**config.mk**
```make
export PLATFORM = sky130hd
export DESIGN_NAME = drpb_out_fifo
export DESIGN_NICKNAME = d
export VERILOG_FILES = /design/src/drpb_pkg.sv /design/src/drpb_out_fifo.sv
export VERILOG_INCLUDE_DIRS = /design/src /design/src/src
export SDC_FILE = /design/constraint.sdc
export NUM_CORES = 1
export LEC_CHECK = 0
export BUFFER_PORTS_ARGS = -buffer_cell sky130_fd_sc_hd__buf_4
export CAP_MARGIN = 20
export CORE_ASPECT_RATIO = 1.2
export CORE_MARGIN = 3
export CORE_UTILIZATION = 38
export DETAILED_ROUTE_END_ITERATION = 6
export GPL_ROUTABILITY_DRIVEN = 0
export PLACE_DENSITY = 0.66
export SYNTH_ARGS = -nofsm -noshare
export SYNTH_HDL_FRONTEND = slang
export SYNTH_SLANG_ARGS = --single-unit
```
**constraint.sdc**
```tcl
create_clock -name clk -period 14.82 [get_ports clk]
set_input_delay 2.223 -clock clk [delete_from_list [all_inputs] [get_ports clk]]
set_output_delay 2.223 -clock clk [all_outputs]
set_load 0.005 [all_outputs]
```
**src/assert_macros.svh**
```systemverilog
`ifndef ASSERT_MACROS_SVH
`define ASSERT_MACROS_SVH

`ifndef ASSERT_OFF
`define ASSERT_RST(lbl, clk, rst_n, prop) \
  lbl: assert property (@(posedge clk) disable iff (!rst_n) (prop)) else $error("assertion failed");
`define ASSERT_ANY(lbl, clk, prop) \
  lbl: assert property (@(posedge clk) (prop)) else $error("assertion failed");
`else
`define ASSERT_RST(lbl, clk, rst_n, prop)
`define ASSERT_ANY(lbl, clk, prop)
`endif

`endif

```
**src/drpb_pkg.sv**
```systemverilog
package drpb_pkg;

  localparam int COARSE_DEPTH = 2048;
  localparam int FINE_DEPTH   = 4096;
  localparam int CLR_DEPTH    = (COARSE_DEPTH > FINE_DEPTH) ? COARSE_DEPTH : FINE_DEPTH;

  localparam int CAW     = $clog2(COARSE_DEPTH);
  localparam int FAW     = $clog2(FINE_DEPTH);
  localparam int BANK_AW = $clog2(CLR_DEPTH);

  localparam int POS_W    = 32;
  localparam int ZH_W     = 31;
  localparam int INV_W    = 24;
  localparam int FRAC_W   = 24;
  localparam int CU_W     = 12;
  localparam int FU_W     = 13;
  localparam int FRAME_W  = 32;
  localparam int STRESS_W = 32;
  localparam int TRACE_W  = STRESS_W + 2;
  localparam int RIDX_W   = 12;
  localparam int CNT_W    = 32;
  localparam int SUM_W    = 48;
  localparam int PROD_W   = POS_W + INV_W;
  localparam int RAW_W    = PROD_W - FRAC_W;
  localparam int ENTRY_W  = CNT_W + SUM_W;

  localparam int CFG_IDX_W = 3;
  localparam int CFG_DATA_W = 32;

  localparam int OUT_DEPTH = 8;
  localparam int OUT_AW    = $clog2(OUT_DEPTH);
  localparam int OUT_CW    = $clog2(OUT_DEPTH + 1);

  typedef enum logic [1:0] {
    KIND_PARTICLE  = 2'd0,
    KIND_FRAME     = 2'd1,
    KIND_RD_COARSE = 2'd2,
    KIND_RD_FINE   = 2'd3
  } kind_t;

  typedef enum logic [CFG_IDX_W-1:0] {
    CFG_X_LOW       = 3'd0,
    CFG_X_HIGH      = 3'd1,
    CFG_Z_HIGH      = 3'd2,
    CFG_COARSE_INV  = 3'd3,
    CFG_FINE_INV    = 3'd4,
    CFG_COARSE_USED = 3'd5,
    CFG_FINE_USED   = 3'd6,
    CFG_WARMUP      = 3'd7
  } cfg_idx_t;

  typedef struct packed {
    logic signed [POS_W-1:0] x_low;
    logic signed [POS_W-1:0] x_high;
    logic [ZH_W-1:0]         z_high;
    logic [INV_W-1:0]        coarse_inv;
    logic [INV_W-1:0]        fine_inv;
    logic [CU_W-1:0]         coarse_used;
    logic [FU_W-1:0]         fine_used;
    logic [FRAME_W-1:0]      warmup;
  } cfg_t;

  typedef struct packed {
    logic [CNT_W-1:0]        cnt;
    logic signed [SUM_W-1:0] sum;
  } entry_t;

  typedef struct packed {
    logic                      valid;
    kind_t                     kind;
    logic                      bin;
    logic [POS_W-1:0]          offset;
    logic signed [TRACE_W-1:0] trace;
    logic [RIDX_W-1:0]         read_index;
    logic [FRAME_W-1:0]        frames;
  } front_t;

  typedef struct packed {
    logic                      valid;
    kind_t                     kind;
    logic                      bin;
    logic [PROD_W-1:0]         prod_c;
    logic [PROD_W-1:0]         prod_f;
    logic signed [TRACE_W-1:0] trace;
    logic [RIDX_W-1:0]         read_index;
    logic [FRAME_W-1:0]        frames;
  } mult_t;

  typedef struct packed {
    logic                      valid;
    kind_t                     kind;
    logic                      bin;
    logic [CAW-1:0]            addr_c;
    logic [FAW-1:0]            addr_f;
    logic                      c_ok;
    logic                      f_ok;
    logic signed [TRACE_W-1:0] trace;
    logic [FRAME_W-1:0]        frames;
  } rmw_t;

  typedef struct packed {
    logic                    accepted;
    logic [CAW-1:0]          coarse_hit;
    logic [FAW-1:0]          fine_hit;
    logic [CNT_W-1:0]        bin_count;
    logic signed [SUM_W-1:0] bin_stress;
    logic [FRAME_W-1:0]      frames_averaged;
  } result_t;

endpackage

```
**src/drpb_out_fifo.sv**
```systemverilog
`include "assert_macros.svh"

module drpb_out_fifo (
  input  logic              clk,
  input  logic              rst_n,
  input  logic              push,
  input  drpb_pkg::result_t push_data,
  input  logic              pop,
  output logic              out_valid,
  output drpb_pkg::result_t head
);
  import drpb_pkg::*;

  result_t            mem_r [OUT_DEPTH];
  logic [OUT_AW-1:0]  wr_ptr_r, rd_ptr_r;
  logic [OUT_CW-1:0]  cnt_r, cnt_nxt;

  assign out_valid = cnt_r != '0;
  assign head = mem_r[rd_ptr_r];

  always_comb begin
    cnt_nxt = cnt_r;
    if (push && !pop) begin
      cnt_nxt = cnt_r + 1'b1;
    end else if (pop && !push) begin
      cnt_nxt = cnt_r - 1'b1;
    end
  end

  always_ff @(posedge clk) begin
    if (!rst_n) begin
      wr_ptr_r <= '0;
      rd_ptr_r <= '0;
      cnt_r    <= '0;
    end else begin
      if (push) begin
        wr_ptr_r <= wr_ptr_r + 1'b1;
      end
      if (pop) begin
        rd_ptr_r <= rd_ptr_r + 1'b1;
      end
      cnt_r <= cnt_nxt;
    end
  end

  always_ff @(posedge clk) begin
    if (push) begin
      mem_r[wr_ptr_r] <= push_data;
    end
  end

  `ASSERT_RST(a_no_overflow, clk, rst_n, !(push && !pop && cnt_r == OUT_CW'(OUT_DEPTH)))
  `ASSERT_RST(a_ptr_consistent, clk, rst_n, OUT_AW'(wr_ptr_r - rd_ptr_r) == cnt_r[OUT_AW-1:0])
  `ASSERT_RST(a_push_shows, clk, rst_n, push |=> out_valid)

endmodule

```
# Word-level counts from Yosys, hierarchy flattened
# Memory sizes are Yosys's and may differ from the RTL's. A register that Yosys moved wholly into a read port is not among the register bits.
# Cells that the tools add are included.
totals:
  regBits: 10
  ram_bits: 1088
  in_bits: 140
  out_inout_bits: 137
  wordCells: 20
  mem_count: 1
mem_list:
  columns: ["name", "depth", "width", "rd", "rd_clocked_by_memory_dff", "write_ports", "line", "source"]
  rows:
  - ["mem_r", 8, 136, 1, 1, 1, "drpb_out_fifo.sv:14", "result_t mem_r [OUT_DEPTH];"]
classes:
  add_sub_neg: 4
  mux: 6
  n_reduce_logical: 6
ops:
  columns: ["operator", "count"]
  rows:
  - ["2-to-1 mux 4 bit", 2]
  - ["adder 3 x 1 -> 3 bit, second input constant", 2]
  - ["2-to-1 mux 3 bit", 2]
  - ["adder 4 x 1 -> 4 bit, second input constant", 1]
  - ["nonzero test 4 bit", 1]
  - ["subtractor 4 x 1 -> 4 bit, second input constant", 1]
  - ["logical AND 1 bit", 2]
  - ["logical NOT 1 bit", 2]
  - ["2-to-1 mux 1 bit", 2]
  - ["nonzero test 2 bit", 1]

# Logic depth before layout (Yosys ltp)
depth:
  word_depth: 4
  ltp_mapped: 8
  ltp_nobuf: 8

# Worst setup path after synthesis
# Ideal clock, no wire load.
synth_timing:
  path_kind: "input -> register"
  startpoint: "input port push"
  endpoint: "memory mem_r[0][0] in the netlist's numbering (enable)"
  setup_ps: 798
  t_arrival_ps: 11493
  t_required_ps: 14022
  setup_slack_ps: 2529
  path_stages: 2
  n_path_buf: 0
  path_cell_list: "nand2b_1 > nor3_1"
synth_via:
  elab_chain_len: 2
synth_rtl:
  columns: ["element", "line", "source"]
  rows:
  - ["start: declaration", "drpb_out_fifo.sv:6", "input logic push,"]
  - ["2-to-1 mux 1 bit", "drpb_out_fifo.sv:47", "if (push) begin"]
  - ["2-to-1 mux 1 bit (not written as such)", "drpb_out_fifo.sv:48", "mem_r[wr_ptr_r] <= push_data;"]
  - ["end: declaration", "drpb_out_fifo.sv:14", null]
# Every way passes these cells.

==> results.txt <==
Worst r2r dst: mem_r[2][48]$_DFFE_PP_
Setup TNS: 0 ps
Commonest non-fill, non-tap cell in the layout: edfxtp_1
Finished Layout Cells: 3456
Slew HR: 23.6%
Pre-CTS WS: 9510 ps
Area Growth Syn to Fin: 17.5%
Worst path bufs/invs: 3
Final Cycle Share: 39.8%
Fin. Hold Viols: 0
Worst Hold Class: register to register
FMAX: 169 MHz
CP top delay family: buffers and inverters
Final Setup Violations: 0
Top FF cell, synth: edfxtp_1
Min cycle time layout: 5910 ps
Dpl cell area: 0.0451 sq mm
Die area: 0.113 sq mm
Post-synth EDFFs: 1088
Post-CTS Setup Repair Bufs: 0
Status: completed
Max Buffers Root-to-Sink: 3
Detailed Route WL: 85.0 mm
Initial drt markers: 1436
Hold Crit Depth: 2
Worst Max-Slew Pin Slew: 1150 ps
Most frequent cells in the layout: 1088 x edfxtp_1, 290 x buf_4, 272 x mux4_2
Register-to-Register Path Depth: 4
DP HPWL: 43.3 mm
Average wire per standard cell: 24.6 um
Resize count post-CTS: 0
Top Ports: 277
Worst path max stage delay: 660 ps
Startpoint types: register
HP Start: cnt_r[3]$_SDFFE_PN0P_
Area of the mapped netlist: 0.0414 sq mm
Total nets after synthesis: 1785
Ys Warns: 0
Gr usage total: 15.3%
Yosys reg bits: 1101
Netlist cell types: 27
Worst path most repeated cell: buf_12
Starting Density: 38.6%
Share of cells above drive strength 1: 42.4%
Worst-path clk slew: 60 ps
Initial antenna violation count: 9
Placed insts: 3258
Number of max-cap violations: 0
Skew final: 25.8 ps
Clock Latency Late Sink: 720 ps
Reg-to-Reg Start: wr_ptr_r[2]$_SDFFE_PN0P_
Routed via count: 18000
CP required: 12600 ps
Crit path max fanout: 111
Remaining Overflow, GRT: 0
Core area: 0.107 sq mm
CTS root buf: clkbuf_16
CP max-delay cell: dfxtp_4
Post-synth ARST share: 0%
RSZ-0062 raised after global routing: no
First-pass GRT wire length: 127 mm
First-pass iteration count of the detailed router: 5
Max VDD drop: 0.0000892 V
Worst setup margin: 8910 ps
CTS Buf Count: 108
Pwr Density: 139 mW/mm^2
CP arrival: 3680 ps
CP Capture Type: output pin
Seq/Total Area, Yosys: 79.6%
Antenna Nets Post-Route: 0
Hold Path Sink: cnt_r[3]$_SDFFE_PN0P_
FP Rows: 131
Mapped Cells: 1639
Die Span Y: 367 um
Post-Layout Inst Area: 0.0486 sq mm
CTS tree: done
Width of the die: 307 um
Htree depth: 3
Crit Path Class: register to output pin
Sinks on Clock Net: 1101
Worst R2R Setup Slack: 12090 ps
CP Cell Sequence: buf_12 -> buf_12 -> mux4_2 -> mux2_2 -> buf_4
Input/output buffers: 276
DR DRC count: 0
Number of nets in the layout: 2119
Mapped Avg Cell Area: 25.2 sq um
Leak pwr: 0.0153 uW
Cts hold-fix bufs: 0
Vias in the first global route: 19700
Via/cell ratio: 5.22
Slew Viols, Final: 0
Pin count of the biggest net entering global routing: 157
## per-layer routing
layer	GRT usage (%)	share of wire [%]
met1	20.0	42
met2	25.5	51
met3	3.61	5.7
met4	4.46	1.9
met5	0	0.047
## worst max path at each step
stage	start	to	slack [ps]	cells past startpoint
floorplan	push	mem_r[0][0]$_DFFE_PP_	2530	2
global placement	register	head[2]	9540	4
detailed placement	register	head[99]	9510	4
CTS	register	head[99]	8690	4
global route	register	head[2]	8600	5
finish	register	head[2]	8910	5
## synth_stat cells (5+ instances only)
| library cell | number | area, sq um |
|---|---|---|
| and2_1 | 7 | 43.8 |
| mux2_2 | 136 | 1530 |
| ha_1 | 5 | 62.6 |
| buf_6 | 10 | 113 |
| buf_2 | 26 | 130 |
| buf_1 | 5 | 18.8 |
| clkbuf_1 | 35 | 131 |
| dfxtp_1 | 13 | 260 |
| nand2_1 | 6 | 22.5 |
| mux4_2 | 272 | 6130 |
| edfxtp_1 | 1088 | 32700 |
| nor2_1 | 7 | 26.3 |
## cells by family after synthesis
| logic type | after synthesis | share of synthesized area, % |
|---|---|---|
| adders and majority gates | 6 | 0.200 |
| xor gates and xnor gates | 6 | 0.127 |
| muxes | 412 | 18.6 |
| buffers and inverters | 79 | 0.986 |
| DFF | 1101 | 79.6 |
| AOI/OAI and AO/OA | 4 | 0.0575 |
| and+or+nand+nor | 31 | 0.384 |
## final cells by class
cell class	count	area, sq um
multi-input combinational	459	8070
sequential	1101	32900
clock buffer	129	2800
antenna	6	15.0
clock inverter	62	606
inverter	2	7.51
tap	1396	1750
timing repair buffer	301	2400
fill	8845	58600
## registers in the layout (all words and copies together) (netlist names), named ones only
| signal | flops |
|---|---|
| wr_ptr_r | 3 |
| cnt_r | 4 |
| rd_ptr_r | 3 |
| mem_r | 1088 |
## worst reg2reg max path: stages, from the launching register on
cell	delay, ps
dfxtp_1	320
nand2b_1	300
nor2_4	200
buf_12	510
buf_4	970
## stage by stage
stage	utilization (%)	total power, uW	hold slack (ps)
after floorplan	-	3940	440
after global placement	42.1	4170	461
after detailed placement	42.1	4190	472
after CTS	45.3	6840	477
after global routing	45.3	7000	490
final	45.3	6740	474
## report_power, final
part           switching, uW  internal [uW]  total, uW
Combinational            263            304        567
Clock                   1140           1510       2640
Sequential              29.9           3510       3540
Total                   1430           5320       6740
No activity file was read; power rests on OpenSTA's default activity.
