### src/assert_macros.svh
`ifndef ASSERT_MACROS_SVH
`define ASSERT_MACROS_SVH

`ifndef ASSERT_OFF
`define ASSERT_RST(lbl, clk, rst_n, prop) \
  lbl: assert property (@(posedge clk) disable iff (!rst_n) (prop)) else $error("assertion failed");
`define ASSERT_ANY(lbl, clk, prop) \
  lbl: assert property (@(posedge clk) (prop)) else $error("assertion failed");
`else
`define ASSERT_RST(lbl, clk, rst_n, prop)
`define ASSERT_ANY(lbl, clk, prop)
`endif

`endif

### src/drpb_pkg.sv
package drpb_pkg;

  localparam int COARSE_DEPTH = 2048;
  localparam int FINE_DEPTH   = 4096;
  localparam int CLR_DEPTH    = (COARSE_DEPTH > FINE_DEPTH) ? COARSE_DEPTH : FINE_DEPTH;

  localparam int CAW     = $clog2(COARSE_DEPTH);
  localparam int FAW     = $clog2(FINE_DEPTH);
  localparam int BANK_AW = $clog2(CLR_DEPTH);

  localparam int POS_W    = 32;
  localparam int ZH_W     = 31;
  localparam int INV_W    = 24;
  localparam int FRAC_W   = 24;
  localparam int CU_W     = 12;
  localparam int FU_W     = 13;
  localparam int FRAME_W  = 32;
  localparam int STRESS_W = 32;
  localparam int TRACE_W  = STRESS_W + 2;
  localparam int RIDX_W   = 12;
  localparam int CNT_W    = 32;
  localparam int SUM_W    = 48;
  localparam int PROD_W   = POS_W + INV_W;
  localparam int RAW_W    = PROD_W - FRAC_W;
  localparam int ENTRY_W  = CNT_W + SUM_W;

  localparam int CFG_IDX_W = 3;
  localparam int CFG_DATA_W = 32;

  localparam int OUT_DEPTH = 8;
  localparam int OUT_AW    = $clog2(OUT_DEPTH);
  localparam int OUT_CW    = $clog2(OUT_DEPTH + 1);

  typedef enum logic [1:0] {
    KIND_PARTICLE  = 2'd0,
    KIND_FRAME     = 2'd1,
    KIND_RD_COARSE = 2'd2,
    KIND_RD_FINE   = 2'd3
  } kind_t;

  typedef enum logic [CFG_IDX_W-1:0] {
    CFG_X_LOW       = 3'd0,
    CFG_X_HIGH      = 3'd1,
    CFG_Z_HIGH      = 3'd2,
    CFG_COARSE_INV  = 3'd3,
    CFG_FINE_INV    = 3'd4,
    CFG_COARSE_USED = 3'd5,
    CFG_FINE_USED   = 3'd6,
    CFG_WARMUP      = 3'd7
  } cfg_idx_t;

  typedef struct packed {
    logic signed [POS_W-1:0] x_low;
    logic signed [POS_W-1:0] x_high;
    logic [ZH_W-1:0]         z_high;
    logic [INV_W-1:0]        coarse_inv;
    logic [INV_W-1:0]        fine_inv;
    logic [CU_W-1:0]         coarse_used;
    logic [FU_W-1:0]         fine_used;
    logic [FRAME_W-1:0]      warmup;
  } cfg_t;

  typedef struct packed {
    logic [CNT_W-1:0]        cnt;
    logic signed [SUM_W-1:0] sum;
  } entry_t;

  typedef struct packed {
    logic                      valid;
    kind_t                     kind;
    logic                      bin;
    logic [POS_W-1:0]          offset;
    logic signed [TRACE_W-1:0] trace;
    logic [RIDX_W-1:0]         read_index;
    logic [FRAME_W-1:0]        frames;
  } front_t;

  typedef struct packed {
    logic                      valid;
    kind_t                     kind;
    logic                      bin;
    logic [PROD_W-1:0]         prod_c;
    logic [PROD_W-1:0]         prod_f;
    logic signed [TRACE_W-1:0] trace;
    logic [RIDX_W-1:0]         read_index;
    logic [FRAME_W-1:0]        frames;
  } mult_t;

  typedef struct packed {
    logic                      valid;
    kind_t                     kind;
    logic                      bin;
    logic [CAW-1:0]            addr_c;
    logic [FAW-1:0]            addr_f;
    logic                      c_ok;
    logic                      f_ok;
    logic signed [TRACE_W-1:0] trace;
    logic [FRAME_W-1:0]        frames;
  } rmw_t;

  typedef struct packed {
    logic                    accepted;
    logic [CAW-1:0]          coarse_hit;
    logic [FAW-1:0]          fine_hit;
    logic [CNT_W-1:0]        bin_count;
    logic signed [SUM_W-1:0] bin_stress;
    logic [FRAME_W-1:0]      frames_averaged;
  } result_t;

endpackage

### src/drpb_accum.sv
`include "assert_macros.svh"

module drpb_accum (
  input  logic                                 clk,
  input  logic                                 rst_n,
  input  logic                                 upd,
  input  logic [drpb_pkg::BANK_AW-1:0]         addr,
  input  logic signed [drpb_pkg::TRACE_W-1:0]  trace,
  input  drpb_pkg::entry_t                     rdata,
  output drpb_pkg::entry_t                     cur,
  output logic                                 we,
  output drpb_pkg::entry_t                     wdata
);
  import drpb_pkg::*;

  logic                fwd_valid_r;
  logic [BANK_AW-1:0]  fwd_addr_r;
  entry_t              fwd_data_r;
  logic signed [SUM_W:0] sum_wide;

  // newest value of the bin: last beat's write has not reached the read data yet
  assign cur = (fwd_valid_r && fwd_addr_r == addr) ? fwd_data_r : rdata;

  assign sum_wide = {cur.sum[SUM_W-1], cur.sum} +
                    {{(SUM_W + 1 - TRACE_W){trace[TRACE_W-1]}}, trace};

  always_comb begin
    wdata.cnt = (cur.cnt == '1) ? cur.cnt : cur.cnt + 1'b1;
    if (sum_wide[SUM_W] != sum_wide[SUM_W-1]) begin
      wdata.sum = sum_wide[SUM_W] ? {1'b1, {(SUM_W-1){1'b0}}} : {1'b0, {(SUM_W-1){1'b1}}};
    end else begin
      wdata.sum = sum_wide[SUM_W-1:0];
    end
  end

  assign we = upd;

  always_ff @(posedge clk) begin
    if (!rst_n) begin
      fwd_valid_r <= 1'b0;
    end else begin
      fwd_valid_r <= upd;
    end
  end

  always_ff @(posedge clk) begin
    fwd_addr_r <= addr;
    fwd_data_r <= wdata;
  end

  `ASSERT_RST(a_fwd_same_bin, clk, rst_n, upd && $past(upd) && addr == $past(addr) |-> cur == $past(wdata))
  `ASSERT_RST(a_cnt_nonzero, clk, rst_n, upd |-> wdata.cnt != '0)
  `ASSERT_RST(a_sum_direction, clk, rst_n, upd && trace >= 0 |-> wdata.sum >= cur.sum)

endmodule

### config.mk
export PLATFORM = sky130hd
export DESIGN_NAME = drpb_accum
export DESIGN_NICKNAME = d
export VERILOG_FILES = /design/src/drpb_pkg.sv /design/src/drpb_accum.sv
export VERILOG_INCLUDE_DIRS = /design/src /design/src/src
export SDC_FILE = /design/constraint.sdc
export NUM_CORES = 1
export LEC_CHECK = 0
export BUFFER_PORTS_ARGS = -buffer_cell sky130_fd_sc_hd__buf_2
export CORE_ASPECT_RATIO = 1.25
export CORE_MARGIN = 5
export CORE_UTILIZATION = 50
export DETAILED_ROUTE_END_ITERATION = 8
export PLACE_DENSITY = 0.82
export SLEW_MARGIN = 20
export SYNTH_ARGS = -nofsm -noshare
export SYNTH_HDL_FRONTEND = slang
export SYNTH_SLANG_ARGS = --single-unit
### constraint.sdc
create_clock -name clk -period 5.8 [get_ports clk]
set_clock_uncertainty 0.2 [all_clocks]
set_input_delay 0.29 -clock clk [delete_from_list [all_inputs] [get_ports clk]]
set_output_delay 0.29 -clock clk [all_outputs]
set_load 0.03 [all_outputs]
* Yosys cells after proc, flatten, opt, wreduce, memory -nomap -nowiden *
Index checks and enable logic that the tools add are counted.

word-level totals
  flip-flop bits (word level) = 93
  input port bits = 129
  output and inout bits = 161
  logic and storage cells = 14

cells by class
  add/subtract/negate cells = 2
  eq/ne operators = 3
  multiplexer cells = 4
  reductions and logical operators = 1

operators by type and width
  operator                                                         number
  48-bit 2-to-1 mux                                                2
  80-bit 2-to-1 mux                                                1
  48-bit by 34-bit adder with 49-bit output                        1
  32-bit by 1-bit adder with 32-bit output, second input constant  1
  32-bit equality test, second input constant                      1
  32-bit 2-to-1 mux                                                1
  12-bit equality test                                             1
  1-bit logical AND                                                1
  1-bit inequality test                                            1

* Logic depth before layout (Yosys ltp) *
  depth after elaboration = 6
  depth in mapped cells = 22
  depth with buffers taken out = 16

* Worst setup path after synthesis *
OpenSTA, ideal clock, no wires.

  path type = input port to output port
  from = input addr[3] in the netlist's numbering
  to = output wdata[45] in the netlist's numbering
  arrival = 5,542 ps
  stages on the path = 20
  buffers on the path = 4
  data required time = 5,310 ps
  path slack = -232 ps
  path through = xnor2_1 -> nand4_1 -> nor4_1 -> clkbuf_1 -> clkbuf_1 -> buf_1 -> clkbuf_1 -> nand2_1 -> nand2_1 -> ha_1 -> fa_1 -> a211oi_1 -> o21ai_0 -> a21boi_0 -> o211ai_1 -> a21oi_1 -> a21oi_1 -> o2bb2ai_1 -> nor2_1 -> o41ai_1

RTL lines
  what         RTL line          source
  from (decl)  drpb_accum.sv:7   input logic [drpb_pkg::BANK_AW-1:0] addr,
  to (decl)    drpb_accum.sv:12  output drpb_pkg::entry_t wdata

==> results <==
- For this run, the share of the core covered by cells in the final layout is 0.659.
- Synthesis produced a netlist whose cell count is 1025.
- After layout, the minimum clock period comes to 5750 ps.
- The pin count of the biggest net entering global routing is 48.
- The worst register-to-register path begins at fwd_addr_r[6].
- The total count of max-transition violations in the final report is 0.
- The synthesis-stage register bit count is 93.
- Counting every sink on the clock net gives 93.
- Synthesis instantiated 59 different standard cells from the library.
- The data required time at the worst endpoint is 5310 ps.
- Setup repair after global routing could not meet its margin everywhere.
- After the last flow step, the layout net total stands at 1495.
- The signal on the critical path passes through dlygate4sd3_1 > buf_2 > xnor2_1 > nand2_2 > or4_4 > clkbuf_4 > nand2_1 > nand2_1 > ha_1 > o211ai_1 > o21ai_2 > o211ai_1 > a211oi_2 > o211ai_1 > o211a_1 > xnor2_1 > buf_4 > nor2_4 > buf_4 > o41ai_2 > buf_4.
- The starting density of the core is 0.506.
- Of all nets on the critical path, the largest fanout is 14.
- After detailed placement, the design holds a cell count of 1460.
- The area taken by flip-flops and latches is 1860 µm².
- Setup violations remaining at the end of the flow were counted as 0.
- The boundary pin count is 290.
- The worst setup path is launched from an input pin.
- Among all flip-flop cells after synthesis, the most frequent one is sky130_fd_sc_hd__dfxtp_1.
- The category of the worst setup path capture point is an output pin.
- The via count of the first global-routing pass came to 8295.
- The number of max-cap violations is 0.
- The Yosys step of the flow raised 0 warnings.
- The worst slew margin relative to its limit is 0.646.
- The count of nets left with antenna violations once routing finished came out at 0.
- The synthesized net count is 1205.
- The x dimension of the die is 118 µm.
- The area growth from synthesis to layout is 30.3%.
- The finished layout holds 1498 standard cells, fillers aside.
- The number of cells on the worst reg-to-reg path is 17.
- The number of detailed-route iterations in the first pass is 8.
- TritonCTS built the clock tree.
- The area used by multi-input combinational logic is 5140 µm².
- The startpoint identified for the worst hold timing path is rdata[74].
- In this run the worst setup path begins at addr[1].
- The number of hold violations in the final report is 0.
- The netlist area before placement is 7220 µm².
- The post-layout total power is 0.00247 W.
- Wires add up to 27.0 mm.
- On the critical path, the stage with the largest delay is an instance of sky130_fd_sc_hd__or4_4.
- A synthesized cell averages 7.05 µm².
- The post-detailed-placement half-perimeter wirelength is 20.9 mm.
- The path class of the tightest hold or removal check is in2reg.
- The first-pass GRT wire length is 41.0 mm.
- Of the synthesized area, sequential elements account for 0.258.
- The path with the worst hold slack has its endpoint at fwd_data_r[74].
- Counting along the longest clock path gives a buffer depth of 2.
- Measured along the y axis, the die boundary spans 144 µm.
- The number of stages on the worst hold path is 4.
- The largest single stage delay on the critical path is 630 ps.
- CTS built an H-tree with a depth of 3.
- The register-to-register setup slack is 930 ps.
- The critical path is of the in2out type.
- The floorplan step defined a core boundary enclosing 14300 µm².
- The total power per unit cell area is 262 nW/µm².
- Counting flops with a built-in enable in the synthesized netlist gives 0.
- The endpoint of the worst register-to-register path is fwd_data_r[43].
- In the routed layout, each cell is associated on average with a via count of 5.83.
- The initial antenna violation count is 1.
- sky130_fd_sc_hd__dfxtp_1 takes more of the synthesized area than any other cell.
- The total vias in the final route is 8728.
- The cell sitting at the root of the clock tree is a sky130_fd_sc_hd__clkbuf_16.
- Summed over all layers, the global routing overflow is 0.
- Of all flip-flops after synthesis, the portion carrying an async set or reset was 0.
- Sorting the synthesized cells by area gives the leading types as sky130_fd_sc_hd__dfxtp_1 (26%), sky130_fd_sc_hd__nand2_1 (15%), sky130_fd_sc_hd__ha_1 (8.7%).
- The number of buffers added by the clock tree synthesis step is 9.
- The maximum resistive drop on vdd is 0.182 mV.
- The clock latency on the worst-skew pair is 360 ps.
- In the final layout, the share of cells above drive strength 1 is 0.273.
- The data arrival time of the critical path is 5260 ps.
- The dominant cell by count in the synthesized netlist is sky130_fd_sc_hd__nand2_1.
- The total placed instance area is 8880 µm².
- The static leakage power is 4.63 nW.
- Counting instances in the post-synthesis netlist gives the leading cell types as sky130_fd_sc_hd__nand2_1 (283), sky130_fd_sc_hd__dfxtp_1 (93), sky130_fd_sc_hd__a21oi_1 (82), sky130_fd_sc_hd__o21ai_0 (76), sky130_fd_sc_hd__xnor2_1 (59).
- In this run the tool buffered the top-level ports with 289 buffer cells.
- The die footprint is 17000 µm².
- The achievable frequency is 174 MHz.
- For this run, the total global-route usage over all layers was measured as 0.291.
- Dividing the final minimum period by the clock period gives 0.991.
- The run finished with clean final reports.
- The average wire length per cell after detail routing is 18.0 µm.
- The filler cell count is 1284.
- The register clock-pin slew on the reported worst setup and hold paths is 70 ps.
- The final estimated routing congestion in global placement is 1.01.
- Of the post-synthesis cell area, the dominant cell type holds 0.258.
- The placement row count is 49.
- After detailed routing, the number of remaining DRC violations is 0.
- The initial detailed-routing violation count is 813.
- For the pin with the worst max-slew slack, the measured transition is 529 ps.
- With fillers left out, the area of the finished cells amounts to 9420 µm².
[repair_timing]
item                                   in CTS  in global routing
gates resized for setup                     0                 22
setup buffers                               0                  7
endpoints found under the hold margin      13                  0
setup endpoints to repair                   0                 45
hold buffers                               14                  0
[layout by cell type, fill, tap and decap left out, types with 25 or more instances in the layout]
cell type	n
sky130_fd_sc_hd__nand2_1	281
sky130_fd_sc_hd__xnor2_1	59
sky130_fd_sc_hd__buf_2	288
sky130_fd_sc_hd__a21oi_1	79
sky130_fd_sc_hd__nor2_1	40
sky130_fd_sc_hd__nand3_1	33
sky130_fd_sc_hd__inv_1	28
sky130_fd_sc_hd__nand4_1	27
sky130_fd_sc_hd__xor2_1	25
sky130_fd_sc_hd__dfxtp_1	93
sky130_fd_sc_hd__o21ai_0	73
sky130_fd_sc_hd__ha_1	45
[cell families after synthesis]
logic type	Yosys count	synth area share
AO/OA/AOI/OAI	241	0.198
XOR/XNOR	84	0.102
flip-flops	93	0.258
adder cells (fa/ha/maj)	52	0.0908
AND/OR/NAND/NOR	460	0.285
buffers and inverters	78	0.0428
multiplexers	17	0.0239
[flip-flops by register name, summed over array words and instances (netlist names)]
name,count
fwd_valid_r,1
fwd_addr_r,12
fwd_data_r,80
[critical path: cells and delay by family]
| family | cells | cell delay, ps |
|---|---|---|
| AO/OA/AOI/OAI | 7 | 1720 |
| XOR/XNOR | 2 | 320 |
| adder cells (fa/ha/maj) | 1 | 370 |
| AND/OR/NAND/NOR | 5 | 1020 |
| buffers and inverters | 6 | 1510 |
[metrics by stage]
step                      setup TNS (ps)  hold WS [ps]  setup slack (ps)
after global routing               -1260          97.8              -101
after CTS                              0          63.1              70.8
after global placement                 0           218               445
after floorplan                        0           118              15.7
after detailed placement               0           221               382
final                                  0          69.9              54.7
[final cells by class]
type,instances,share of cell area
Inverter,28,0.0112
Clock buffer,10,0.0243
Clock inverter,5,0.00385
Tap cell,178,0.0237
Sequential cell,93,0.198
Timing Repair Buffer,328,0.193
Multi-Input combinational cell,855,0.546
Antenna cell,1,0.000266
[how the worst max path moves through the flow]
stage	end	depth (start not counted)	slack [ps]
after floorplan	wdata[11]	21	20
after global placement	wdata[45]	20	450
after detailed placement	wdata[43]	18	380
after CTS	wdata[43]	19	70
after global routing	wdata[34]	21	-100
final	wdata[45]	21	50
[layer usage]
metal | wire length (µm) | global-route usage | vias to the layer above
li1 | - | - | 4164
met1 | 10400 | 0.328 | 4034
met2 | 13600 | 0.535 | 448
met3 | 1950 | 0.0532 | 82
met4 | 1060 | 0.135 | 0
met5 | 0 | 0 | -
[report_power, final]
group	switching, W	internal [W]	total (W)
Clock	0.000271	0.000290	0.000562
Sequential	0.0000378	0.000760	0.000798
Combinational	0.000757	0.000354	0.00111
Total	0.00107	0.00140	0.00247
Power figures use the tool's default switching activity.
