## config.mk

```make
export PLATFORM = sky130hd
export DESIGN_NAME = drpb_front
export DESIGN_NICKNAME = d
export VERILOG_FILES = /design/src/assert_macros.svh /design/src/drpb_pkg.sv /design/src/drpb_front.sv
export SDC_FILE = /design/constraint.sdc
export NUM_CORES = 1
export LEC_CHECK = 0
export ABC_CLOCK_PERIOD_IN_PS = 4900
export BUFFER_PORTS_ARGS = -buffer_cell sky130_fd_sc_hd__buf_2
export CORE_MARGIN = 2
export CORE_UTILIZATION = 30
export CTS_BUF_LIST = sky130_fd_sc_hd__clkbuf_8 sky130_fd_sc_hd__clkbuf_16
export DETAILED_ROUTE_END_ITERATION = 8
export GPL_TIMING_DRIVEN = 0
export HOLD_SLACK_MARGIN = 0.06
export MAX_ROUTING_LAYER = met4
export SLEW_MARGIN = 20
export SYNTH_ARGS = -nofsm -noshare
export SYNTH_HDL_FRONTEND = slang
export SYNTH_SLANG_ARGS = --single-unit
```

## constraint.sdc

```tcl
create_clock -name clk -period 4.9 [get_ports clk]
set_input_delay 0.49 -clock clk [delete_from_list [all_inputs] [get_ports clk]]
set_output_delay 0.49 -clock clk [all_outputs]
set_load 0.02 [all_outputs]
```

## src/assert_macros.svh

```systemverilog
`ifndef ASSERT_MACROS_SVH
`define ASSERT_MACROS_SVH

`ifndef ASSERT_OFF
`define ASSERT_RST(lbl, clk, rst_n, prop) \
  lbl: assert property (@(posedge clk) disable iff (!rst_n) (prop)) else $error("assertion failed");
`define ASSERT_ANY(lbl, clk, prop) \
  lbl: assert property (@(posedge clk) (prop)) else $error("assertion failed");
`else
`define ASSERT_RST(lbl, clk, rst_n, prop)
`define ASSERT_ANY(lbl, clk, prop)
`endif

`endif

```

## src/drpb_pkg.sv

```systemverilog
package drpb_pkg;

  localparam int COARSE_DEPTH = 2048;
  localparam int FINE_DEPTH   = 4096;
  localparam int CLR_DEPTH    = (COARSE_DEPTH > FINE_DEPTH) ? COARSE_DEPTH : FINE_DEPTH;

  localparam int CAW     = $clog2(COARSE_DEPTH);
  localparam int FAW     = $clog2(FINE_DEPTH);
  localparam int BANK_AW = $clog2(CLR_DEPTH);

  localparam int POS_W    = 32;
  localparam int ZH_W     = 31;
  localparam int INV_W    = 24;
  localparam int FRAC_W   = 24;
  localparam int CU_W     = 12;
  localparam int FU_W     = 13;
  localparam int FRAME_W  = 32;
  localparam int STRESS_W = 32;
  localparam int TRACE_W  = STRESS_W + 2;
  localparam int RIDX_W   = 12;
  localparam int CNT_W    = 32;
  localparam int SUM_W    = 48;
  localparam int PROD_W   = POS_W + INV_W;
  localparam int RAW_W    = PROD_W - FRAC_W;
  localparam int ENTRY_W  = CNT_W + SUM_W;

  localparam int CFG_IDX_W = 3;
  localparam int CFG_DATA_W = 32;

  localparam int OUT_DEPTH = 8;
  localparam int OUT_AW    = $clog2(OUT_DEPTH);
  localparam int OUT_CW    = $clog2(OUT_DEPTH + 1);

  typedef enum logic [1:0] {
    KIND_PARTICLE  = 2'd0,
    KIND_FRAME     = 2'd1,
    KIND_RD_COARSE = 2'd2,
    KIND_RD_FINE   = 2'd3
  } kind_t;

  typedef enum logic [CFG_IDX_W-1:0] {
    CFG_X_LOW       = 3'd0,
    CFG_X_HIGH      = 3'd1,
    CFG_Z_HIGH      = 3'd2,
    CFG_COARSE_INV  = 3'd3,
    CFG_FINE_INV    = 3'd4,
    CFG_COARSE_USED = 3'd5,
    CFG_FINE_USED   = 3'd6,
    CFG_WARMUP      = 3'd7
  } cfg_idx_t;

  typedef struct packed {
    logic signed [POS_W-1:0] x_low;
    logic signed [POS_W-1:0] x_high;
    logic [ZH_W-1:0]         z_high;
    logic [INV_W-1:0]        coarse_inv;
    logic [INV_W-1:0]        fine_inv;
    logic [CU_W-1:0]         coarse_used;
    logic [FU_W-1:0]         fine_used;
    logic [FRAME_W-1:0]      warmup;
  } cfg_t;

  typedef struct packed {
    logic [CNT_W-1:0]        cnt;
    logic signed [SUM_W-1:0] sum;
  } entry_t;

  typedef struct packed {
    logic                      valid;
    kind_t                     kind;
    logic                      bin;
    logic [POS_W-1:0]          offset;
    logic signed [TRACE_W-1:0] trace;
    logic [RIDX_W-1:0]         read_index;
    logic [FRAME_W-1:0]        frames;
  } front_t;

  typedef struct packed {
    logic                      valid;
    kind_t                     kind;
    logic                      bin;
    logic [PROD_W-1:0]         prod_c;
    logic [PROD_W-1:0]         prod_f;
    logic signed [TRACE_W-1:0] trace;
    logic [RIDX_W-1:0]         read_index;
    logic [FRAME_W-1:0]        frames;
  } mult_t;

  typedef struct packed {
    logic                      valid;
    kind_t                     kind;
    logic                      bin;
    logic [CAW-1:0]            addr_c;
    logic [FAW-1:0]            addr_f;
    logic                      c_ok;
    logic                      f_ok;
    logic signed [TRACE_W-1:0] trace;
    logic [FRAME_W-1:0]        frames;
  } rmw_t;

  typedef struct packed {
    logic                    accepted;
    logic [CAW-1:0]          coarse_hit;
    logic [FAW-1:0]          fine_hit;
    logic [CNT_W-1:0]        bin_count;
    logic signed [SUM_W-1:0] bin_stress;
    logic [FRAME_W-1:0]      frames_averaged;
  } result_t;

endpackage

```

## src/drpb_front.sv

```systemverilog
module drpb_front (
  input  logic                                   clk,
  input  logic                                   rst_n,
  input  drpb_pkg::cfg_t                         cfg,
  input  logic                                   in_fire,
  input  logic [1:0]                             in_kind,
  input  logic signed [drpb_pkg::POS_W-1:0]      in_x_pos,
  input  logic signed [drpb_pkg::POS_W-1:0]      in_z_pos,
  input  logic signed [drpb_pkg::STRESS_W-1:0]   in_stress_xx,
  input  logic signed [drpb_pkg::STRESS_W-1:0]   in_stress_yy,
  input  logic signed [drpb_pkg::STRESS_W-1:0]   in_stress_zz,
  input  logic [drpb_pkg::RIDX_W-1:0]            in_read_index,
  output drpb_pkg::front_t                       s1_r
);
  import drpb_pkg::*;

  logic [FRAME_W-1:0]        frame_number_r, frame_number_nxt;
  logic [FRAME_W-1:0]        frames_kept_r, frames_kept_nxt;
  logic                      warm;
  logic                      in_win;
  logic [POS_W:0]            diff;
  logic signed [TRACE_W-1:0] trace;
  kind_t                     kind;
  front_t                    s1_nxt;

  assign kind = kind_t'(in_kind);
  assign warm = frame_number_r >= cfg.warmup;
  assign in_win = (in_x_pos >= cfg.x_low) && (in_x_pos <= cfg.x_high) &&
                  !in_z_pos[POS_W-1] && (in_z_pos[ZH_W-1:0] <= cfg.z_high);
  assign diff = {in_x_pos[POS_W-1], in_x_pos} - {cfg.x_low[POS_W-1], cfg.x_low};
  assign trace = {{2{in_stress_xx[STRESS_W-1]}}, in_stress_xx} +
                 {{2{in_stress_yy[STRESS_W-1]}}, in_stress_yy} +
                 {{2{in_stress_zz[STRESS_W-1]}}, in_stress_zz};

  always_comb begin
    frame_number_nxt = frame_number_r;
    frames_kept_nxt  = frames_kept_r;
    if (in_fire && kind == KIND_FRAME) begin
      if (warm && frames_kept_r != '1) begin
        frames_kept_nxt = frames_kept_r + 1'b1;
      end
      if (frame_number_r != '1) begin
        frame_number_nxt = frame_number_r + 1'b1;
      end
    end
    s1_nxt.valid      = in_fire;
    s1_nxt.kind       = kind;
    s1_nxt.bin        = (kind == KIND_PARTICLE) && warm && in_win;
    s1_nxt.offset     = diff[POS_W-1:0];
    s1_nxt.trace      = trace;
    s1_nxt.read_index = in_read_index;
    s1_nxt.frames     = frames_kept_nxt;
  end

  always_ff @(posedge clk) begin
    if (!rst_n) begin
      frame_number_r <= '0;
      frames_kept_r  <= '0;
      s1_r           <= '0;
    end else begin
      frame_number_r <= frame_number_nxt;
      frames_kept_r  <= frames_kept_nxt;
      s1_r           <= s1_nxt;
    end
  end

endmodule

```

### Yosys cells after proc, flatten, opt, wreduce, memory -nomap -nowiden

Index checks and enable logic that the tools add are counted.

| cells by class | value |
|---|---|
| magnitude comparators | 4 |
| add/sub/neg operators | 5 |
| equality and inequality tests | 3 |
| reduce and logical (&&, ||, !) cells | 11 |

Operators with widths:

| operator | number |
|---|---|
| adder 32 x 1 -> 32 bit, second input constant | 2 |
| greater-or-equal comparator 32 bit | 2 |
| != test 32 bit, second input constant | 2 |
| adder 33 x 32 -> 34 bit | 1 |
| adder 32 x 32 -> 33 bit | 1 |
| <= comparator 32 bit | 1 |
| subtractor 32 bit | 1 |
| <= comparator 31 bit | 1 |
| logical AND 1 bit | 7 |
| AND reduction 2 bit | 2 |
| == test 2 x 1 -> 1 bit, second input constant | 1 |
| zero test 2 bit | 1 |
| zero test 1 bit | 1 |

| storage, ports and cells | value |
|---|---|
| input port bits | 377 |
| output and inout port bits | 114 |
| word-level logic and storage cells | 31 |
| register bits | 146 |

### Logic depth before layout (Yosys ltp)

Gate-level depths: netlist of run 1.

| logic depth | value |
|---|---|
| depth after elaboration | 5 |
| mapped depth | 14 |
| mapped depth without buffers | 14 |

### Least setup slack after synthesis of run 1

OpenSTA, ideal clock, no wires.

| timing path | value |
|---|---|
| path type | input port to flip-flop |
| from | input in_stress_xx[1] in the netlist's numbering |
| to | register s1_r[77] in the netlist's numbering |
| slack | 1.635 ns |
| setup time | 0.086 ns |
| buffers on the path | 0 |
| data required time | 4.814 ns |
| data arrival time | 3.179 ns |
| stages | 12 |
| cells stage by stage | fa_1 > ha_1 > fa_1 > a211oi_1 > o21ai_0 > a21oi_1 > o211ai_1 > nand2_1 > a221oi_1 > o21ai_0 > nand2_1 > a211oi_1 |

| between the ends | value |
|---|---|
| word-level cells in the longest chain between the ends | 2 |

RTL lines:

| what | line | RTL |
|---|---|---|
| start: declaration | drpb_front.sv:9 | `input logic signed [drpb_pkg::STRESS_W-1:0] in_stress_xx,` |
| adder 32 x 32 -> 33 bit | drpb_front.sv:31 | `assign trace = {{2{in_stress_xx[STRESS_W-1]}}, in_stress_xx} +` |
| adder 33 x 32 -> 34 bit | drpb_front.sv:32 | `{{2{in_stress_yy[STRESS_W-1]}}, in_stress_yy} +` |
| end signal: assignment | drpb_front.sv:63 | `s1_r <= s1_nxt;` |
| end: declaration | drpb_front.sv:13 | `output drpb_pkg::front_t s1_r` |

No other way between the ends.
A chain may end at the register's enable or synchronous reset.

### Final worst setup path of run 1

Ends and elaborated chain as after synthesis.

==> results of run 1 <==
==> worst max-delay path: cells and delay by family <==
family | cells | cell delay [ns]
adders and majority gates | 3 | 1.17
buffers and inverters | 1 | 0.12
and+or+nand+nor | 2 | 0.30
AOI/OAI and AO/OA | 7 | 1.87
==> power by group through the flow <==
stage | Clock [mW] | Sequential, mW | Combinational [mW]
floorplan | 0 | 1.51 | 0.768
global placement | 0 | 1.35 | 1.42
detailed placement | 0 | 1.36 | 1.44
CTS | 1.37 | 1.33 | 1.44
global route | 1.42 | 1.34 | 1.60
finish | 1.34 | 1.33 | 1.44
==> flip-flops by register name, indices dropped and copies added (netlist names) <==
register and count:
s1_r 82, frame_number_r 32, frames_kept_r 32
==> cell type report <==
cell class	instances	area (um^2)	share of cell area, %
Antenna cell	3	7.507	0.05042
Buffer	35	171.4	1.151
Clock buffer	19	452.9	3.042
Clock inverter	13	135.1	0.9075
Inverter	148	555.5	3.731
Multi-Input combinational cell	1059	7919	53.18
Sequential cell	146	2923	19.63
Tap cell	511	639.4	4.294
Timing Repair Buffer	417	2087	14.02
==> cell usage in the layout, fill, tap and decap left out, drive strengths merged, types with 34 or more instances in the layout <==
cell	synthesis	layout
xor2	39	39
nor2	114	114
nand2	88	88
fa	34	34
nand3	40	40
o21ai	58	58
inv	148	151
nand4	41	41
ha	161	161
buf	9	426
a21oi	100	100
dfxtp	146	146
clkbuf	26	45
a21o	52	52
==> worst paths after layout <==
| kind | cells after the start | slack (ns) | endpoint | from |
|---|---|---|---|---|
| worst min register to register | 2 | 0.49 | frames_kept_r[28] | frames_kept_r[28] |
| worst min-delay path | 2 | 0.24 | s1_r[33] | in_read_index[1] |
| worst max-delay path | 13 | 1.31 | s1_r[77] | in_stress_xx[1] |
| worst max register to register | 12 | 1.77 | frames_kept_r[20] | frame_number_r[9] |
==> logic make-up (layout without fill, tap and decap cells) <==
kind of cell | after synthesis | after routing | synth area share (%)
simple gates | 460 | 460 | 20.86
mux | 18 | 18 | 1.558
other cells | 0 | 3 | 0
compound gates | 316 | 316 | 17.40
flops | 146 | 146 | 25.28
buf+inv | 183 | 632 | 6.287
xor+xnor | 70 | 70 | 5.302
fa+ha+maj | 195 | 195 | 23.31
==> metal layers <==
metal  share of wire [%]  vias to the layer above  routed length (um)
met4                 1.7                        0                 652
li1                    -                     5784                   -
met2                  49                      369               19040
met3                 5.5                       39                2150
met5                   0                        -                   0
met1                  44                     5380               17080
==> impl_metrics.toml, run 1 <==
[routing]
routed-via-count = 11572
route.detailed.wl_per_inst_um = 16.56
antenna_violating_nets_post_route = 0
drt-vias-per-instance = 4.922
drt_wl_total_um = 38920
drc_errors = 0
first_pass_iters = 5
first_iter_violations = 486

[global_route]
global_route.overflow_total = 0
grt_first_pass_wirelength_um = 61420
antenna_violations_before_repair = 3
use_met3_pct = 3.417
via_count_of_the_first_global_routing_pass = 11769
globalRouteTotalUtil_pct = 19.83
grt.met1_usage_pct = 23.68
grt_max_degree = 17
grt_most_used_layer = "met2"
grtUsageMet2_pct = 33.99

[clock_network]
cts_inserted_buffers = 17
max-clock-path-buffers = 2
worst_skew_pair.late_latency_ns = 0.45
hold_buffers = 0
tritoncts_num_sinks = 146
cts_htree_levels = 4
cts_tree = "built"
path_clk_slew_ns = 0.07
cts_root_buffer = "sky130_fd_sc_hd__clkbuf_16"
post_cts_resize_count = 0
postCtsSetupRepairBufs = 0

[placed_design]
dp_hpwl_um = 32820
placed_area_um2 = 14300
detailedPlace.worstSlack_ns = 0.8976
placement.io_buffers = 417
gp_congestion = 0.9405
place.detailed.instances = 2316

[timing]
fin_skew_ns = 0.01035
grt_setup_unrepaired = "false"
sum_of_negative_setup_slack_ns = 0
maxClockFrequency_mhz = 278.2
timing.final.ws_setup_ns = 1.306
pins_over_their_slew_limit = 0
final-setup-viol-count = 0
finalHoldViolCount = 0
min_period_over_period_pct = 73.35
hold_ws_ns = 0.2391
timing.max_slew.rel_slack_pct = 32.92
worst-slew-pin-transition_ns = 0.9984
final_period_minus_worst_setup_slack_ns = 3.594

[floorplanning]
io_pins = 491
initial_cell_density_of_the_core_pct = 30.55
dieWidth_um = 200.3
fp.coreArea_um2 = 37840
die_area_um2 = 40130
die_y_um = 200.3
number_of_placement_rows = 71

[power]
combPwrFrac_pct = 35.0
power.ir.vdd_worst_v = 0.0001587
switchingPower_mw = 1.446
totalPowerFinal_mw = 4.104
power.density_cell_area_nw_per_um2 = 275.6
seqPwrFrac_pct = 32.4
power.switching_fraction_pct = 35.23
share_clk_of_total_power_pct = 32.6
internal_power_mw = 2.658
static_leak_nw = 7.479

[logic_synthesis]
synth_top_cell_area_share_pct = 25.28
synth_largest_area_cell = "sky130_fd_sc_hd__dfxtp_1"
synthesis.yosys.warnings = 0
post_synth_most_frequent_cells = "sky130_fd_sc_hd__ha_1, sky130_fd_sc_hd__inv_1, sky130_fd_sc_hd__dfxtp_1"
synthFlopType = "sky130_fd_sc_hd__dfxtp_1"
synth_area_per_cell_um2 = 8.330
synth.distinct_cells = 70
synth_top_cells_by_area = "sky130_fd_sc_hd__dfxtp_1, sky130_fd_sc_hd__ha_1, sky130_fd_sc_hd__fa_1"
synth_cells = 1388
most_frequent_cell_after_synthesis = "sky130_fd_sc_hd__ha_1"
syn_nets = 1960
synth_enable_flop_cells = 0
ys_ff_latch = 146
synth.yosys.seq_area_share_pct = 25.28
post_synth_instance_area_um2 = 11560
async_reset_ff_share_pct = 0

[setup_path]
worstPathRequired_ns = 5.26
critPathKind = "input pin to flop"
timing.critical_path.cells = "buf_2 -> fa_1 -> ha_1 -> fa_1 -> a211oi_1 -> o21ai_0 -> a21oi_1 -> o211ai_1 -> nand2_1 -> a221oi_1 -> o21ai_0 -> nand2_1 -> a211oi_1"
critical_path_peak_fanout = 5
slowest_stage = "sky130_fd_sc_hd__fa_1"
cp_data_arrival_time_ns = 3.95
crit_path_start_kind = "input pin"
slowest_delay_ns = 0.48
timing.critical_path.to_type = "flop"

[outcome]
outcome = "complete, no violations"

[finish]
finalInstanceArea_um2 = 14890
filler_cell_count = 3999
finish.utilization_pct = 39.35
final_layout_size_suffix_gt1_share_pct = 25.91
instances_no_fill = 2351
syn2layout_area_growth_pct = 28.78
finalNetCount = 2396

[worst_hold_path]
hp-class = "input pin to flop"

[job]
maxCapViolations = 0
No activity file was read; power rests on OpenSTA's default activity.
==> run 2: changes to the inputs <==
ABC_CLOCK_PERIOD_IN_PS = 3700   (was 4900)
clock period = 3.7 ns   (was 4.9 ns; I/O delays follow)
==> impl_metrics.toml, run 2 (same netlist as run 1, synthesis figures left out) <==
[outcome]
outcome = "complete, no violations"

[finish]
register_bank_with_the_most_flops = "s1_r"
finalNetCount = 2396
instances_no_fill = 2351
largest_registers = "s1_r (82), frame_number_r (32), frames_kept_r (32)"
final_layout_size_suffix_gt1_share_pct = 25.97
largest_register_ffs = 82
layout_common_cells = "sky130_fd_sc_hd__buf_2, sky130_fd_sc_hd__ha_1, sky130_fd_sc_hd__inv_1"
commonest_non_fill_non_tap_cell_in_the_layout = "sky130_fd_sc_hd__buf_2"
filler_cell_count = 4000
sequential_cell_area_um2 = 2923
multi_input_area_um2 = 7923
syn2layout_area_growth_pct = 28.82

[placed_design]
placement.io_buffers = 417
gp_congestion = 0.9405
dp_hpwl_um = 32820
place.detailed.instances = 2316

[power]
static_leak_nw = 7.479
totalPowerFinal_mw = 5.441
power.density_cell_area_nw_per_um2 = 365.3
power.ir.vdd_worst_v = 0.0002104

[clock_network]
cts_root_buffer = "sky130_fd_sc_hd__clkbuf_16"
max-clock-path-buffers = 2
cts_inserted_buffers = 17
cts_tree = "built"
tritoncts_num_sinks = 146
path_clk_slew_ns = 0.07
cts_htree_levels = 4
worst_skew_pair.late_latency_ns = 0.45

[timing]
timing.max_slew.rel_slack_pct = 28.71
pins_over_their_slew_limit = 0
final-setup-viol-count = 0
maxClockFrequency_mhz = 299.6
hold_ws_ns = 0.1189
fin_skew_ns = 0.01033
finalHoldViolCount = 0
worst-slew-pin-transition_ns = 1.061
min_period_over_period_pct = 90.21
grt_setup_unrepaired = "false"
final_period_minus_worst_setup_slack_ns = 3.338

[job]
maxCapViolations = 0

[floorplanning]
io_pins = 491
number_of_placement_rows = 71
die_y_um = 200.3
fp.coreArea_um2 = 37840
initial_cell_density_of_the_core_pct = 30.55
die_area_um2 = 40130
dieWidth_um = 200.3

[setup_path]
timing.critical_path.to_type = "flop"
cp_data_arrival_time_ns = 3.69
crit_path_start_kind = "input pin"
timing.critical_path.cells = "buf_2 -> fa_1 -> ha_1 -> fa_1 -> a211oi_1 -> o21ai_0 -> a21oi_2 -> o211ai_1 -> nand2_1 -> a221oi_1 -> o21ai_1 -> nand2_1 -> a211oi_1"
critPathKind = "input pin to flop"
worstPathRequired_ns = 4.06
critical_path_peak_fanout = 5
slowest_stage = "sky130_fd_sc_hd__fa_1"
slowest_delay_ns = 0.48

[global_route]
grt_max_degree = 17
antenna_violations_before_repair = 3
via_count_of_the_first_global_routing_pass = 11769
globalRouteTotalUtil_pct = 19.83
grt_first_pass_wirelength_um = 61420
global_route.overflow_total = 0

[routing]
detailroute.wirelength.met2_um = 19050
wl_met1_um = 17150
antenna_violating_nets_post_route = 0
drc_errors = 0
routed-via-count = 11524
met3WireLength_um = 2059
drt_wl_total_um = 38910
route.detailed.wl_per_inst_um = 16.55
topRoutingLayerUsed = "met4"
drt-vias-per-instance = 4.902
first_pass_iters = 5
first_iter_violations = 487

[worst_hold_path]
hp-class = "input pin to flop"
run 2: worst paths after layout:
path | slack (ns) | startpoint | endpoint | cells past startpoint
setup / recovery | 0.36 | in_stress_xx[1] | s1_r[77] | 13
hold / removal | 0.12 | in_read_index[1] | s1_r[33] | 2
setup reg to reg | 0.57 | frame_number_r[9] | frames_kept_r[20] | 12
hold reg to reg | 0.49 | frames_kept_r[31] | frames_kept_r[31] | 2
run 2: per-layer routing:
metal,GRT usage (%),vias up
li1,-,5785
met1,23.68,5360
met2,33.99,340
met3,3.417,39
met4,6.138,0
met5,-,-
run 2: area by class of cell:
type	count	area share (%)
Antenna cell	3	0.05040
Buffer	35	1.151
Clock inverter	13	0.9073
Tap cell	511	4.293
Clock buffer	19	3.041
Timing Repair Buffer	417	14.01
Inverter	148	3.730
Sequential cell	146	19.62
Multi-Input combinational cell	1059	53.19
run 2: where the power goes:
part	total (mW)	switching (mW)	internal, mW
Combinational	1.91	1.14	0.771
Clock	1.77	0.749	1.03
Sequential	1.76	0.0357	1.72
Total	5.44	1.92	3.52
run 2: what timing repair did:
action / 4_1_cts / 5_1_grt
resized for setup: 0 / 2
hold buffers: 0 / 0
endpoints found under the setup margin: 0 / 2
setup buffers: 0 / 0
run 2: critical path: cells and delay by family:
kind / cells / cell delay, ns
AO/OA/AOI/OAI: 7 / 1.74
adder cells (fa/ha/maj): 3 / 1.16
buffers and inverters: 1 / 0.12
AND/OR/NAND/NOR: 2 / 0.31
run 2: per-stage QoR:
| stage | TNS [ns] | setup WS (ns) | util, % | instance area, um^2 |
|---|---|---|---|---|
| 6_report | 0 | 0.3622 | 39.36 | 14890 |
| 2_1_floorplan | 0 | 0.5550 | - | 11560 |
| 3_3_place_gp | -0.2405 | -0.1413 | 37.76 | 14290 |
| 4_1_cts | 0 | 0.2857 | 39.33 | 14880 |
| 3_5_place_dp | -0.3433 | -0.1824 | 37.77 | 14300 |
| 5_1_grt | 0 | 0.08792 | 39.36 | 14890 |
==> run 3: changes to the inputs <==
CORE_ASPECT_RATIO = 1.5   (was default)
==> impl_metrics.toml, run 3 (same netlist as run 1, synthesis figures left out) <==
[clock_network]
path_clk_slew_ns = 0.07
postCtsSetupRepairBufs = 0
cts_tree = "built"
cts_inserted_buffers = 17
cts_htree_levels = 4
worst_skew_pair.late_latency_ns = 0.44
max-clock-path-buffers = 2
tritoncts_num_sinks = 146
cts_root_buffer = "sky130_fd_sc_hd__clkbuf_16"

[worst_hold_path]
min_from = "in_read_index[4]"
hp-class = "input pin to flop"

[finish]
largest_register_ffs = 82
finalInstanceArea_um2 = 14940
register_bank_with_the_most_flops = "s1_r"
largest_registers = "s1_r (82), frame_number_r (32), frames_kept_r (32)"
finalNetCount = 2396
final_layout_size_suffix_gt1_share_pct = 25.89
layout_common_cells = "sky130_fd_sc_hd__buf_2, sky130_fd_sc_hd__ha_1, sky130_fd_sc_hd__inv_1"
instances_no_fill = 2335
commonest_non_fill_non_tap_cell_in_the_layout = "sky130_fd_sc_hd__buf_2"
syn2layout_area_growth_pct = 29.20

[power]
power.switching_fraction_pct = 33.69
internal_power_mw = 3.740
switchingPower_mw = 1.900
seqPwrFrac_pct = 31.3
combPwrFrac_pct = 34.0
static_leak_nw = 7.520
power.ir.vdd_worst_v = 0.0002827
share_clk_of_total_power_pct = 34.7
power.density_cell_area_nw_per_um2 = 377.5

[floorplanning]
fp.coreArea_um2 = 38210
initial_cell_density_of_the_core_pct = 30.26
number_of_placement_rows = 88
die_area_um2 = 40160
dieWidth_um = 164.3
die_y_um = 244.4
io_pins = 491

[placed_design]
dp_hpwl_um = 33360
placed_area_um2 = 14270
gp_congestion = 0.8968
placement.io_buffers = 417
place.detailed.instances = 2300

[job]
maxCapViolations = 0

[setup_path]
critical_path_peak_fanout = 10
cp_data_arrival_time_ns = 3.89
crit_path_start_kind = "flop"
worstPathRequired_ns = 4.07
critPathKind = "flop to flop"
reg2reg_from = "frame_number_r[9]"
timing.critical_path.to_type = "flop"
crit_start = "frame_number_r[9]"

[timing]
pins_over_their_slew_limit = 0
grt_setup_unrepaired = "false"
maxClockFrequency_mhz = 284.4
hold_ws_ns = 0.1337
worst-slew-pin-transition_ns = 1.032
final-setup-viol-count = 0
timing.max_slew.rel_slack_pct = 30.67
final_period_minus_worst_setup_slack_ns = 3.516
min_period_over_period_pct = 95.03
fin_skew_ns = 0.01311
finalHoldViolCount = 0

[global_route]
grt_first_pass_wirelength_um = 60200
global_route.overflow_total = 0
via_count_of_the_first_global_routing_pass = 11773
globalRouteTotalUtil_pct = 20.01
antenna_violations_before_repair = 4
grt_max_degree = 17

[routing]
drt-vias-per-instance = 4.968
drc_errors = 0
drt_wl_total_um = 39710
first_iter_violations = 406
route.detailed.wl_per_inst_um = 17.00
routed-via-count = 11601
first_pass_iters = 4
antenna_violating_nets_post_route = 0

[outcome]
outcome = "complete, no violations"
run 3: cell types whose count changed in the layout (fill, tap and decap cells not counted), sizes merged:
cell      before  now
clkinv         4    3
diode          3    5
inv          151  150
bufinv         2    5
clkbuf        45   46
clkinvlp       4    0
run 3: path summary, 6_finish.rpt:
kind | slack (ns) | cells after the start | end
worst min register to register | 0.49 | 2 | frames_kept_r[31]
worst min-delay path | 0.13 | 2 | s1_r[36]
worst max register to register | 0.18 | 12 | frames_kept_r[20]
worst max-delay path | 0.18 | 12 | frames_kept_r[20]
run 3: area by class of cell:
cell class	count	area [um^2]
clock buffers	20	466.7
diodes	5	12.51
repair buffers	417	2087
plain buffers	35	171.4
clock inverters	10	181.4
inverters	148	555.5
flip-flops and latches	146	2923
multi-input cells	1059	7921
fillers	3973	23270
well taps	495	619.3
run 3: what timing repair did:
item	4_1_cts	5_1_grt
resized for setup	0	2
hold endpoints to repair	0	0
endpoints found under the setup margin	0	2
hold buffers	0	0
run 3: critical path: stages, from the launching register on:
cell and delay (ns):
sky130_fd_sc_hd__dfxtp_1 0.38, sky130_fd_sc_hd__ha_1 0.26, sky130_fd_sc_hd__a21o_1 0.16, sky130_fd_sc_hd__a21o_1 0.17
sky130_fd_sc_hd__a2111oi_0 0.57, sky130_fd_sc_hd__o211ai_1 0.22, sky130_fd_sc_hd__nand2_1 0.13, sky130_fd_sc_hd__a21oi_1 0.08
sky130_fd_sc_hd__a211oi_2 0.48, sky130_fd_sc_hd__buf_2 0.31, sky130_fd_sc_hd__buf_2 0.36, sky130_fd_sc_hd__o21ai_0 0.17
sky130_fd_sc_hd__a21oi_1 0.14
run 3: metal layers:
metal  global-route usage, %  part of all wire, %  wire, um
met1                   21.16                   39     15650
met2                   35.87                   52     20540
met3                   3.290                  4.8      1893
met4                   9.340                  4.1      1618
met5                       -                    0         0
run 3: power groups by stage:
stage               clock network (mW)  logic [mW]  registers, mW
floorplan                            0        1.02           2.00
global placement                     0        1.90           1.80
detailed placement                   0        1.92           1.80
CTS                               2.01        1.93           1.77
global route                      2.08        2.13           1.78
finish                            1.96        1.92           1.77
run 3: stage by stage:
| stage | TNS (ns) | power [mW] | setup slack [ns] | utilization [%] |
|---|---|---|---|---|
| after CTS | 0 | 5.709 | 0.08790 | 39.04 |
| after detailed placement | -1.152 | 3.716 | -0.3546 | 37.35 |
| after global routing | 0 | 5.988 | 0.05131 | 39.09 |
| after global placement | -0.9639 | 3.696 | -0.3372 | 37.35 |
| final | 0 | 5.639 | 0.1840 | 39.10 |
| after floorplan | 0 | 3.013 | 0.5550 | - |
